$ cat src/hw/rtl/htcc_pkg.sv
package htcc_pkg;

    localparam int MAX_TRACKS  = 64;
    localparam int NUM_PADDLES = 16;

    localparam int IDX_W     = $clog2(MAX_TRACKS);
    localparam int CNT_W     = $clog2(MAX_TRACKS + 1);
    localparam int OUT_IDX_W = 6;
    localparam int PAD_W     = 4;
    localparam int TIME_W    = 16;
    localparam int HITS_W    = 8;
    localparam int MASK_W    = NUM_PADDLES + 1;

    typedef logic [IDX_W-1:0]     t_idx;
    typedef logic [CNT_W-1:0]     t_cnt;
    typedef logic [OUT_IDX_W-1:0] t_out_idx;
    typedef logic [PAD_W-1:0]     t_pad;
    typedef logic [TIME_W-1:0]    t_time;
    typedef logic [HITS_W-1:0]    t_hits;
    typedef logic [MASK_W-1:0]    t_mask;

    localparam t_cnt  CNT_FULL     = t_cnt'(MAX_TRACKS);
    localparam t_hits COUNT_MAX    = t_hits'(255);
    localparam t_time WINDOW_RESET = t_time'(3);

    typedef enum logic [2:0] {
        ST_IDLE,
        ST_SCAN,
        ST_UPD,
        ST_NEW,
        ST_DONE
    } t_state;

    typedef struct packed {
        logic event_start;
        logic punch_through;
        t_pad paddle;
        t_time hit_time;
    } t_hit;

    typedef struct packed {
        t_time seed;
        t_mask mask;
        t_hits hits;
    } t_entry;

    localparam int ENTRY_W = $bits(t_entry);

    typedef struct packed {
        t_out_idx track_index;
        logic     new_track;
        logic     duplicate_paddle;
        t_hits    track_hits;
        logic     table_overflow;
    } t_result;

    // Bit 0 marks the punch-through counter, bit p+1 marks paddle p.
    function automatic t_mask mask_bit(input logic pt, input t_pad pad);
        logic [PAD_W:0] sh;
        sh = {1'b0, pad} + {{PAD_W{1'b0}}, 1'b1};
        if (pt) begin
            return t_mask'(1);
        end
        return t_mask'(1) << sh;
    endfunction

endpackage

$ cat src/hw/rtl/htcc_hit_if.sv
interface htcc_hit_if;
    logic                valid;
    logic                ready;
    logic                event_start;
    logic                punch_through;
    htcc_pkg::t_pad      paddle;
    htcc_pkg::t_time     hit_time;

    modport source (output valid, output event_start, output punch_through,
                    output paddle, output hit_time, input ready);
    modport sink   (input valid, input event_start, input punch_through,
                    input paddle, input hit_time, output ready);
endinterface

$ cat src/hw/rtl/htcc_res_if.sv
interface htcc_res_if;
    logic                valid;
    logic                ready;
    htcc_pkg::t_out_idx  track_index;
    logic                new_track;
    logic                duplicate_paddle;
    htcc_pkg::t_hits     track_hits;
    logic                table_overflow;

    modport source (output valid, output track_index, output new_track,
                    output duplicate_paddle, output track_hits,
                    output table_overflow, input ready);
    modport sink   (input valid, input track_index, input new_track,
                    input duplicate_paddle, input track_hits,
                    input table_overflow, output ready);
endinterface

$ cat src/hw/rtl/htcc_cfg_if.sv
interface htcc_cfg_if;
    logic            valid;
    logic            ready;
    htcc_pkg::t_time coincidence_window;

    modport source (output valid, output coincidence_window, input ready);
    modport sink   (input valid, input coincidence_window, output ready);
endinterface

$ cat src/hw/rtl/htcc_ram.sv
module htcc_ram #(
    parameter int WIDTH = 8,
    parameter int DEPTH = 64
) (
    input  logic                     i_clk,
    input  logic                     i_wr_en,
    input  logic [$clog2(DEPTH)-1:0] i_wr_addr,
    input  logic [WIDTH-1:0]         i_wr_data,
    input  logic                     i_rd_en,
    input  logic [$clog2(DEPTH)-1:0] i_rd_addr,
    output logic [WIDTH-1:0]         o_rd_data
);

    logic [WIDTH-1:0] r_mem [DEPTH];
    logic [WIDTH-1:0] r_rd_data;

    always_ff @(posedge i_clk) begin
        if (i_wr_en) begin
            r_mem[i_wr_addr] <= i_wr_data;
        end
        if (i_rd_en) begin
            r_rd_data <= r_mem[i_rd_addr];
        end
    end

    assign o_rd_data = r_rd_data;

endmodule

$ cat src/hw/rtl/htcc_cmp.sv
module htcc_cmp (
    input  htcc_pkg::t_time i_hit_time,
    input  htcc_pkg::t_time i_seed_time,
    input  htcc_pkg::t_time i_window,
    output logic            o_match
);

    htcc_pkg::t_time diff;

    always_comb begin
        if (i_hit_time >= i_seed_time) begin
            diff = i_hit_time - i_seed_time;
        end else begin
            diff = i_seed_time - i_hit_time;
        end
        o_match = (diff < i_window);
    end

endmodule

$ cat src/hw/rtl/hit_time_coincidence_clusterer.sv
// Time-coincidence hit clusterer for one detector event at a time.
// Hits enter on i_hit; each accepted transaction yields exactly one result
// transaction on o_res. i_cfg writes the coincidence window and is always
// ready; write it only while no hit is in flight.
// A hit with event_start set empties the track table before it is handled.
// The block holds i_hit.ready low while one hit is processed. A single
// comparator walks the stored track seeds, one per cycle, through a RAM
// with a registered read port, so the track count sets the latency. States in order:
//   punch-through hit:                 IDLE, NEW, DONE
//   hit that joins track k:            IDLE, SCAN of tracks 0 to k, UPD, DONE
//   hit that seeds a track (n stored): IDLE, SCAN of all n, NEW, DONE (also when full)
// The block is ready again in the cycle the result is registered.
// The result sits in an output register. If the receiver stalls, the next
// hit is still accepted and processed, and it waits for the output register
// to free before finishing.
// After reset the table is empty and the window is 3; no clearing pass runs,
// since only table entries that were written are ever read.
module hit_time_coincidence_clusterer (
    input  logic       i_clk,
    input  logic       i_rst_n,
    htcc_hit_if.sink   i_hit,
    htcc_res_if.source o_res,
    htcc_cfg_if.sink   i_cfg
);

    htcc_pkg::t_state  r_state, n_state;
    htcc_pkg::t_hit    r_hit, n_hit;
    htcc_pkg::t_cnt    r_count, n_count;
    htcc_pkg::t_cnt    r_idx, n_idx;
    logic              r_pend, n_pend;
    htcc_pkg::t_idx    r_pend_idx, n_pend_idx;
    htcc_pkg::t_result r_rslt, n_rslt;
    logic              r_out_valid, n_out_valid;
    htcc_pkg::t_result r_out, n_out;
    htcc_pkg::t_time   r_window, n_window;

    logic              wr_en;
    htcc_pkg::t_idx    wr_addr;
    htcc_pkg::t_entry  wr_data;
    logic              rd_en;
    htcc_pkg::t_entry  rd_data;
    logic              match;
    htcc_pkg::t_mask   hit_bit;
    htcc_pkg::t_hits   sat_hits;

    htcc_ram #(
        .WIDTH (htcc_pkg::ENTRY_W),
        .DEPTH (htcc_pkg::MAX_TRACKS)
    ) u_table (
        .i_clk     (i_clk),
        .i_wr_en   (wr_en),
        .i_wr_addr (wr_addr),
        .i_wr_data (wr_data),
        .i_rd_en   (rd_en),
        .i_rd_addr (r_idx[htcc_pkg::IDX_W-1:0]),
        .o_rd_data (rd_data)
    );

    htcc_cmp u_cmp (
        .i_hit_time  (r_hit.hit_time),
        .i_seed_time (rd_data.seed),
        .i_window    (r_window),
        .o_match     (match)
    );

    assign i_hit.ready = (r_state == htcc_pkg::ST_IDLE);
    assign i_cfg.ready = 1'b1;

    assign o_res.valid            = r_out_valid;
    assign o_res.track_index      = r_out.track_index;
    assign o_res.new_track        = r_out.new_track;
    assign o_res.duplicate_paddle = r_out.duplicate_paddle;
    assign o_res.track_hits       = r_out.track_hits;
    assign o_res.table_overflow   = r_out.table_overflow;

    assign hit_bit  = htcc_pkg::mask_bit(r_hit.punch_through, r_hit.paddle);
    assign sat_hits = (rd_data.hits == htcc_pkg::COUNT_MAX) ? rd_data.hits
                                                             : rd_data.hits + 1'b1;

    always_comb begin
        n_state     = r_state;
        n_hit       = r_hit;
        n_count     = r_count;
        n_idx       = r_idx;
        n_pend      = r_pend;
        n_pend_idx  = r_pend_idx;
        n_rslt      = r_rslt;
        n_out_valid = r_out_valid;
        n_out       = r_out;
        n_window    = r_window;
        wr_en       = 1'b0;
        wr_addr     = r_pend_idx;
        wr_data     = rd_data;
        rd_en       = 1'b0;

        if (i_cfg.valid) begin
            n_window = i_cfg.coincidence_window;
        end
        if (r_out_valid && o_res.ready) begin
            n_out_valid = 1'b0;
        end

        case (r_state)
            htcc_pkg::ST_IDLE: begin
                if (i_hit.valid) begin
                    n_hit.event_start   = i_hit.event_start;
                    n_hit.punch_through = i_hit.punch_through;
                    n_hit.paddle        = i_hit.paddle;
                    n_hit.hit_time      = i_hit.hit_time;
                    if (i_hit.event_start) begin
                        n_count = '0;
                    end
                    n_idx  = '0;
                    n_pend = 1'b0;
                    n_state = i_hit.punch_through ? htcc_pkg::ST_NEW
                                                  : htcc_pkg::ST_SCAN;
                end
            end
            htcc_pkg::ST_SCAN: begin
                if (r_pend && match) begin
                    n_state = htcc_pkg::ST_UPD;
                end else if (r_idx >= r_count) begin
                    n_state = htcc_pkg::ST_NEW;
                end else begin
                    rd_en      = 1'b1;
                    n_pend     = 1'b1;
                    n_pend_idx = r_idx[htcc_pkg::IDX_W-1:0];
                    n_idx      = r_idx + 1'b1;
                end
            end
            htcc_pkg::ST_UPD: begin
                wr_en        = 1'b1;
                wr_addr      = r_pend_idx;
                wr_data.seed = rd_data.seed;
                wr_data.mask = rd_data.mask | hit_bit;
                wr_data.hits = sat_hits;
                n_rslt.track_index      = htcc_pkg::t_out_idx'(r_pend_idx);
                n_rslt.new_track        = 1'b0;
                n_rslt.duplicate_paddle = |(rd_data.mask & hit_bit);
                n_rslt.track_hits       = sat_hits;
                n_rslt.table_overflow   = 1'b0;
                n_state = htcc_pkg::ST_DONE;
            end
            htcc_pkg::ST_NEW: begin
                if (r_count == htcc_pkg::CNT_FULL) begin
                    n_rslt = '0;
                    n_rslt.table_overflow = 1'b1;
                end else begin
                    wr_en        = 1'b1;
                    wr_addr      = r_count[htcc_pkg::IDX_W-1:0];
                    wr_data.seed = r_hit.hit_time;
                    wr_data.mask = hit_bit;
                    wr_data.hits = htcc_pkg::t_hits'(1);
                    n_count      = r_count + 1'b1;
                    n_rslt.track_index      = htcc_pkg::t_out_idx'(r_count);
                    n_rslt.new_track        = 1'b1;
                    n_rslt.duplicate_paddle = 1'b0;
                    n_rslt.track_hits       = htcc_pkg::t_hits'(1);
                    n_rslt.table_overflow   = 1'b0;
                end
                n_state = htcc_pkg::ST_DONE;
            end
            htcc_pkg::ST_DONE: begin
                if (!r_out_valid || o_res.ready) begin
                    n_out_valid = 1'b1;
                    n_out       = r_rslt;
                    n_state     = htcc_pkg::ST_IDLE;
                end
            end
            default: begin
                n_state = htcc_pkg::ST_IDLE;
            end
        endcase
    end

    always_ff @(posedge i_clk) begin
        if (!i_rst_n) begin
            r_state     <= htcc_pkg::ST_IDLE;
            r_count     <= '0;
            r_idx       <= '0;
            r_pend      <= 1'b0;
            r_out_valid <= 1'b0;
            r_window    <= htcc_pkg::WINDOW_RESET;
        end else begin
            r_state     <= n_state;
            r_count     <= n_count;
            r_idx       <= n_idx;
            r_pend      <= n_pend;
            r_out_valid <= n_out_valid;
            r_window    <= n_window;
        end
    end

    always_ff @(posedge i_clk) begin
        r_hit      <= n_hit;
        r_pend_idx <= n_pend_idx;
        r_rslt     <= n_rslt;
        r_out      <= n_out;
    end

endmodule
$ cat src/flat_wrapper.sv
// flat-port wrapper written by rule: the top's interface ports become plain ports
module hit_time_coincidence_clusterer_flat 
  (i_clk, i_rst_n, i_hit_valid, i_hit_event_start, i_hit_punch_through, i_hit_paddle, i_hit_hit_time, i_hit_ready, o_res_valid, o_res_track_index, o_res_new_track, o_res_duplicate_paddle, o_res_track_hits, o_res_table_overflow, o_res_ready, i_cfg_valid, i_cfg_coincidence_window, i_cfg_ready);
  htcc_hit_if i_hit_i ();
  htcc_res_if o_res_i ();
  htcc_cfg_if i_cfg_i ();
  input  logic i_clk;
  input  logic i_rst_n;
  input wire logic [$bits(i_hit_i.valid)-1:0] i_hit_valid;
  input wire logic [$bits(i_hit_i.event_start)-1:0] i_hit_event_start;
  input wire logic [$bits(i_hit_i.punch_through)-1:0] i_hit_punch_through;
  input wire logic [$bits(i_hit_i.paddle)-1:0] i_hit_paddle;
  input wire logic [$bits(i_hit_i.hit_time)-1:0] i_hit_hit_time;
  output wire logic [$bits(i_hit_i.ready)-1:0] i_hit_ready;
  output wire logic [$bits(o_res_i.valid)-1:0] o_res_valid;
  output wire logic [$bits(o_res_i.track_index)-1:0] o_res_track_index;
  output wire logic [$bits(o_res_i.new_track)-1:0] o_res_new_track;
  output wire logic [$bits(o_res_i.duplicate_paddle)-1:0] o_res_duplicate_paddle;
  output wire logic [$bits(o_res_i.track_hits)-1:0] o_res_track_hits;
  output wire logic [$bits(o_res_i.table_overflow)-1:0] o_res_table_overflow;
  input wire logic [$bits(o_res_i.ready)-1:0] o_res_ready;
  input wire logic [$bits(i_cfg_i.valid)-1:0] i_cfg_valid;
  input wire logic [$bits(i_cfg_i.coincidence_window)-1:0] i_cfg_coincidence_window;
  output wire logic [$bits(i_cfg_i.ready)-1:0] i_cfg_ready;
  assign i_hit_i.valid = i_hit_valid;
  assign i_hit_i.event_start = i_hit_event_start;
  assign i_hit_i.punch_through = i_hit_punch_through;
  assign i_hit_i.paddle = i_hit_paddle;
  assign i_hit_i.hit_time = i_hit_hit_time;
  assign i_hit_ready = i_hit_i.ready;
  assign o_res_valid = o_res_i.valid;
  assign o_res_track_index = o_res_i.track_index;
  assign o_res_new_track = o_res_i.new_track;
  assign o_res_duplicate_paddle = o_res_i.duplicate_paddle;
  assign o_res_track_hits = o_res_i.track_hits;
  assign o_res_table_overflow = o_res_i.table_overflow;
  assign o_res_i.ready = o_res_ready;
  assign i_cfg_i.valid = i_cfg_valid;
  assign i_cfg_i.coincidence_window = i_cfg_coincidence_window;
  assign i_cfg_ready = i_cfg_i.ready;
  hit_time_coincidence_clusterer u_core (.i_clk(i_clk), .i_rst_n(i_rst_n), .i_hit(i_hit_i), .o_res(o_res_i), .i_cfg(i_cfg_i));
endmodule
$ cat config.mk
export PLATFORM = sky130hd
export DESIGN_NAME = hit_time_coincidence_clusterer_flat
export DESIGN_NICKNAME = d
export VERILOG_FILES = /design/src/hw/rtl/htcc_pkg.sv /design/src/hw/rtl/htcc_hit_if.sv /design/src/hw/rtl/htcc_res_if.sv /design/src/hw/rtl/htcc_cfg_if.sv /design/src/hw/rtl/htcc_ram.sv /design/src/hw/rtl/htcc_cmp.sv /design/src/hw/rtl/hit_time_coincidence_clusterer.sv /design/src/flat_wrapper.sv
export SDC_FILE = /design/constraint.sdc
export NUM_CORES = 2
export LEC_CHECK = 0
export BUFFER_PORTS_ARGS = -buffer_cell sky130_fd_sc_hd__buf_2
export CAP_MARGIN = 20
export CORE_UTILIZATION = 60
export CTS_CLUSTER_DIAMETER = 80
export DETAILED_ROUTE_END_ITERATION = 8
export PLACE_DENSITY_LB_ADDON = 0.15
export SLEW_MARGIN = 10
export SYNTH_ARGS = -nofsm -noshare
export SYNTH_HDL_FRONTEND = slang
export SYNTH_SLANG_ARGS = --single-unit
$ cat constraint.sdc
create_clock -name i_clk -period 6.91 [get_ports i_clk]
set_input_delay 0.3455 -clock i_clk [delete_from_list [all_inputs] [get_ports i_clk]]
set_output_delay 0.3455 -clock i_clk [all_outputs]
set_load 0.02 [all_outputs]
==> impl_metrics.env <==
export IMPL_grt_max_degree=97
export IMPL_ys_flop_type="edfxtp_1"
export IMPL_final_common_cell="edfxtp_1"
export IMPL_slew_viol_final=0
export IMPL_worstPathMaxFanout=31
export IMPL_wl_per_cell_um=35.42
export IMPL_die_h_um=424.9
export IMPL_clockRootBuffer="clkbuf_16"
export IMPL_p_sw_mw=6.564
export IMPL_setup_viol=0
export IMPL_period_minus_slack_ps=5451
export IMPL_fin_area_um2=121500
export IMPL_place_congestion=0.8512
export IMPL_first_pass_iters=6
export IMPL_path_class="flip-flop to flip-flop"
export IMPL_period_share=0.7888
export IMPL_outcome="completed"
export IMPL_drive_gt1_frac=0.2929
export IMPL_grt_pass1_wl_mm=379.8
export IMPL_insertion_delay_ps=920
export IMPL_drt_iter0_markers=6799
export IMPL_design_core_area_um2=176900
export IMPL_cts_clk_slew_worst_paths_ps=60
export IMPL_fmax_mhz=183.5
export IMPL_ant_nets=0
export IMPL_yosysWarningCount=0
export IMPL_syn_inst=4693
export IMPL_p_clk_frac=0.435
export IMPL_required_ps=7410
export IMPL_p_int_mw=26.89
export IMPL_holdPathStages=2
export IMPL_grt_pass1_vias=51918
export IMPL_cts_made_buffers=290
export IMPL_powerDensity_nw_per_um2=275.5
export IMPL_synthArstFlopShare=0
export IMPL_rows=154
export IMPL_nets=5150
export IMPL_endpoint_kind="flip-flop"
export IMPL_cp_start_kind="flip-flop"
export IMPL_leakage_nw=37.06
export IMPL_routed_wl_mm=268.7
export IMPL_antenna_found_initial=4
export IMPL_swShare=0.1962
export IMPL_start_util=0.6068
export IMPL_cts_tree="yes"
export IMPL_cap_viol_max_count=0
export IMPL_maxSlewHeadroom=0.1511
export IMPL_crit_arrival_ps=5950
export IMPL_grt_use_total=0.3016
export IMPL_mappedNetlistArea_um2=107300
export IMPL_worstMarginPinSlew_ps=1273
export IMPL_fin_skew_ps=67.91
export IMPL_avgSynthCellArea_um2=22.87
export IMPL_ff2ff_path_depth=18
export IMPL_drc=0
export IMPL_grt_overflow=0
export IMPL_htree_levels=5
export IMPL_p_seq_frac=0.549
export IMPL_hold_viol=0
export IMPL_vias_per_cell=6.872
export IMPL_synth_edf_count=2726
export IMPL_fill_cells=10621
export IMPL_ys_seq_elements=2761
export IMPL_synth_nets=4797
export IMPL_seq_area_frac_synth=0.7692
export IMPL_floorplan_die_area_um2=180600
export IMPL_synthDistinctLibCells=68
export IMPL_vias=52142
export IMPL_dpl_cell_area_um2=111900
export IMPL_hold_path_class="input port to flip-flop"
export IMPL_rsz0062_at_grt="no"
export IMPL_dp_hpwl_mm=150.2
export IMPL_final_cell_mix="2726 x edfxtp_1, 808 x mux4_2, 295 x clkbuf_16"
export IMPL_cts_sinks=2761
export IMPL_io_buffers=61
export IMPL_ctsLongestPathBuffers=4
export IMPL_ios=63
export IMPL_cts_setup_buffers=0
export IMPL_pwr_share_comb=0.016
export IMPL_syn_to_final_growth_pct=13.16
export IMPL_die_w_um=424.9
export IMPL_setup_tns_ps=0
export IMPL_irDropWorstVdd_v=0.0002594
logic make-up after synthesis:
family / after synthesis / share of synthesized area
mux: 853 / 0.1738
simple gates: 371 / 0.01588
buf+inv: 305 / 0.01228
compound gates: 322 / 0.01999
flops: 2761 / 0.7692
other cells: 1 / 0.00003494
fa+ha+maj: 61 / 0.007251
xor+xnor: 19 / 0.001550
worst max-delay path: stages (launching register included):
cell	delay, ps
edfxtp_1	410
inv_1	80
ha_1	160
inv_1	50
fa_1	420
a211oi_1	300
or2_1	170
o211a_1	190
o21a_1	510
o211a_1	240
o211ai_1	120
ha_1	310
and3_1	180
nand4_1	130
o21ai_0	260
a211oi_1	80
clkbuf_4	210
nor2_4	620
buf_4	550
power by group through the flow:
stage | sequential, mW | clock [mW] | combinational [mW]
6_report | 18.4 | 14.5 | 0.544
5_1_grt | 18.4 | 15.3 | 0.585
4_1_cts | 18.4 | 14.7 | 0.530
3_5_place_dp | 18.7 | 0 | 0.498
3_3_place_gp | 18.7 | 0 | 0.489
2_1_floorplan | 18.7 | 0 | 0.288
cell usage after synthesis, drive strengths merged, types with 3 or more instances:
master   instances  area [um^2]
a21oi           61        305.3
a22oi           61        457.9
a21o            11        82.58
nor4b            3        41.29
nand2          104        390.4
a211oi          26        195.2
buf            126        645.6
and2             8        50.05
o2111ai          4        35.03
a31oi            9        56.30
o211a            4        40.04
a32o             6        60.06
o211ai           8        60.06
o31ai            4        30.03
nand4            9        56.30
mux2i           41        410.4
a221oi           3        26.28
xnor2           10        87.58
or3              3        18.77
ha              59        738.2
dfxtp           35        700.7
mux4           808        18200
o21bai           3        22.52
inv             67        251.5
o22ai           22        137.6
o21ai           63        319.1
nor2           139        521.8
nor2b           26        162.7
xor2             9        78.83
nand3           29        145.1
edfxtp        2726        81860
a22o            11        96.34
mux2             4        45.04
clkbuf         111        416.7
nand3b           4        30.03
or2              5        31.28
nor3            12        60.06
nand2b          13        81.33
o21a             8        60.06
a211o            5        43.79
and3             8        50.05
timing repair:
item,4_1_cts,5_1_grt
hold endpoints to repair,52,0
hold buffers,60,0
resized for setup,0,0
sequential cells by signal, summed over array words and instances (netlist names), 3 cells and up:
name                      flops
u_core.r_pend_idx             6
u_core.r_rslt                17
u_core.r_count                7
u_core.r_state                3
u_core.u_table.o_rd_data     41
u_core.o_res.track_index      6
u_core.r_idx                  7
u_core.r_hit                 21
u_core.u_table.r_mem       2624
u_core.o_res.track_hits       8
u_core.r_window              16
routing by layer:
layer / vias up / wire, um / share of wire / global-route usage
met4: 0 / 11890 / 0.044 / 0.1269
met1: 27901 / 101400 / 0.38 / 0.4179
li1: 20714 / - / - / -
met2: 2990 / 132900 / 0.49 / 0.4837
met5: - / 0 / 0 / 0
met3: 537 / 22580 / 0.084 / 0.05027
area by class of cell:
type                    count  area, um^2  area share
diodes                      3       7.507  0.00006181
multi-input cells        1627       24270      0.1999
clock buffers             363        7637     0.06288
well taps                2340        2928     0.02411
inverters                  68       255.2    0.002102
flip-flops and latches   2761       82580      0.6799
clock inverters           128        1023    0.008427
repair buffers            298        2753     0.02266
stage by stage:
step	setup WS, ps	hold slack [ps]	power, mW	util	std cells
2_1_floorplan	1110	400.3	19.01	-	4693
3_3_place_gp	1473	401.7	19.21	0.6323	7019
3_5_place_dp	1540	404.5	19.22	0.6329	7024
4_1_cts	1449	85.78	33.57	0.6852	7575
5_1_grt	1125	115.4	34.24	0.6866	7587
6_report	1459	145.6	33.45	0.6866	7588
final timing paths:
check | startpoint | endpoint | slack [ps]
hold / removal | i_hit_hit_time[13] | u_core.r_hit[13] | 150
setup reg to reg | u_core.r_hit[0] | u_core.u_table.o_rd_data[15] | 1460
hold reg to reg | u_core.r_rslt[9] | u_core.o_res.duplicate_paddle | 410
setup / recovery | u_core.r_hit[0] | u_core.u_table.o_rd_data[15] | 1460
Note: power is estimated with default switching activity, not from simulation.
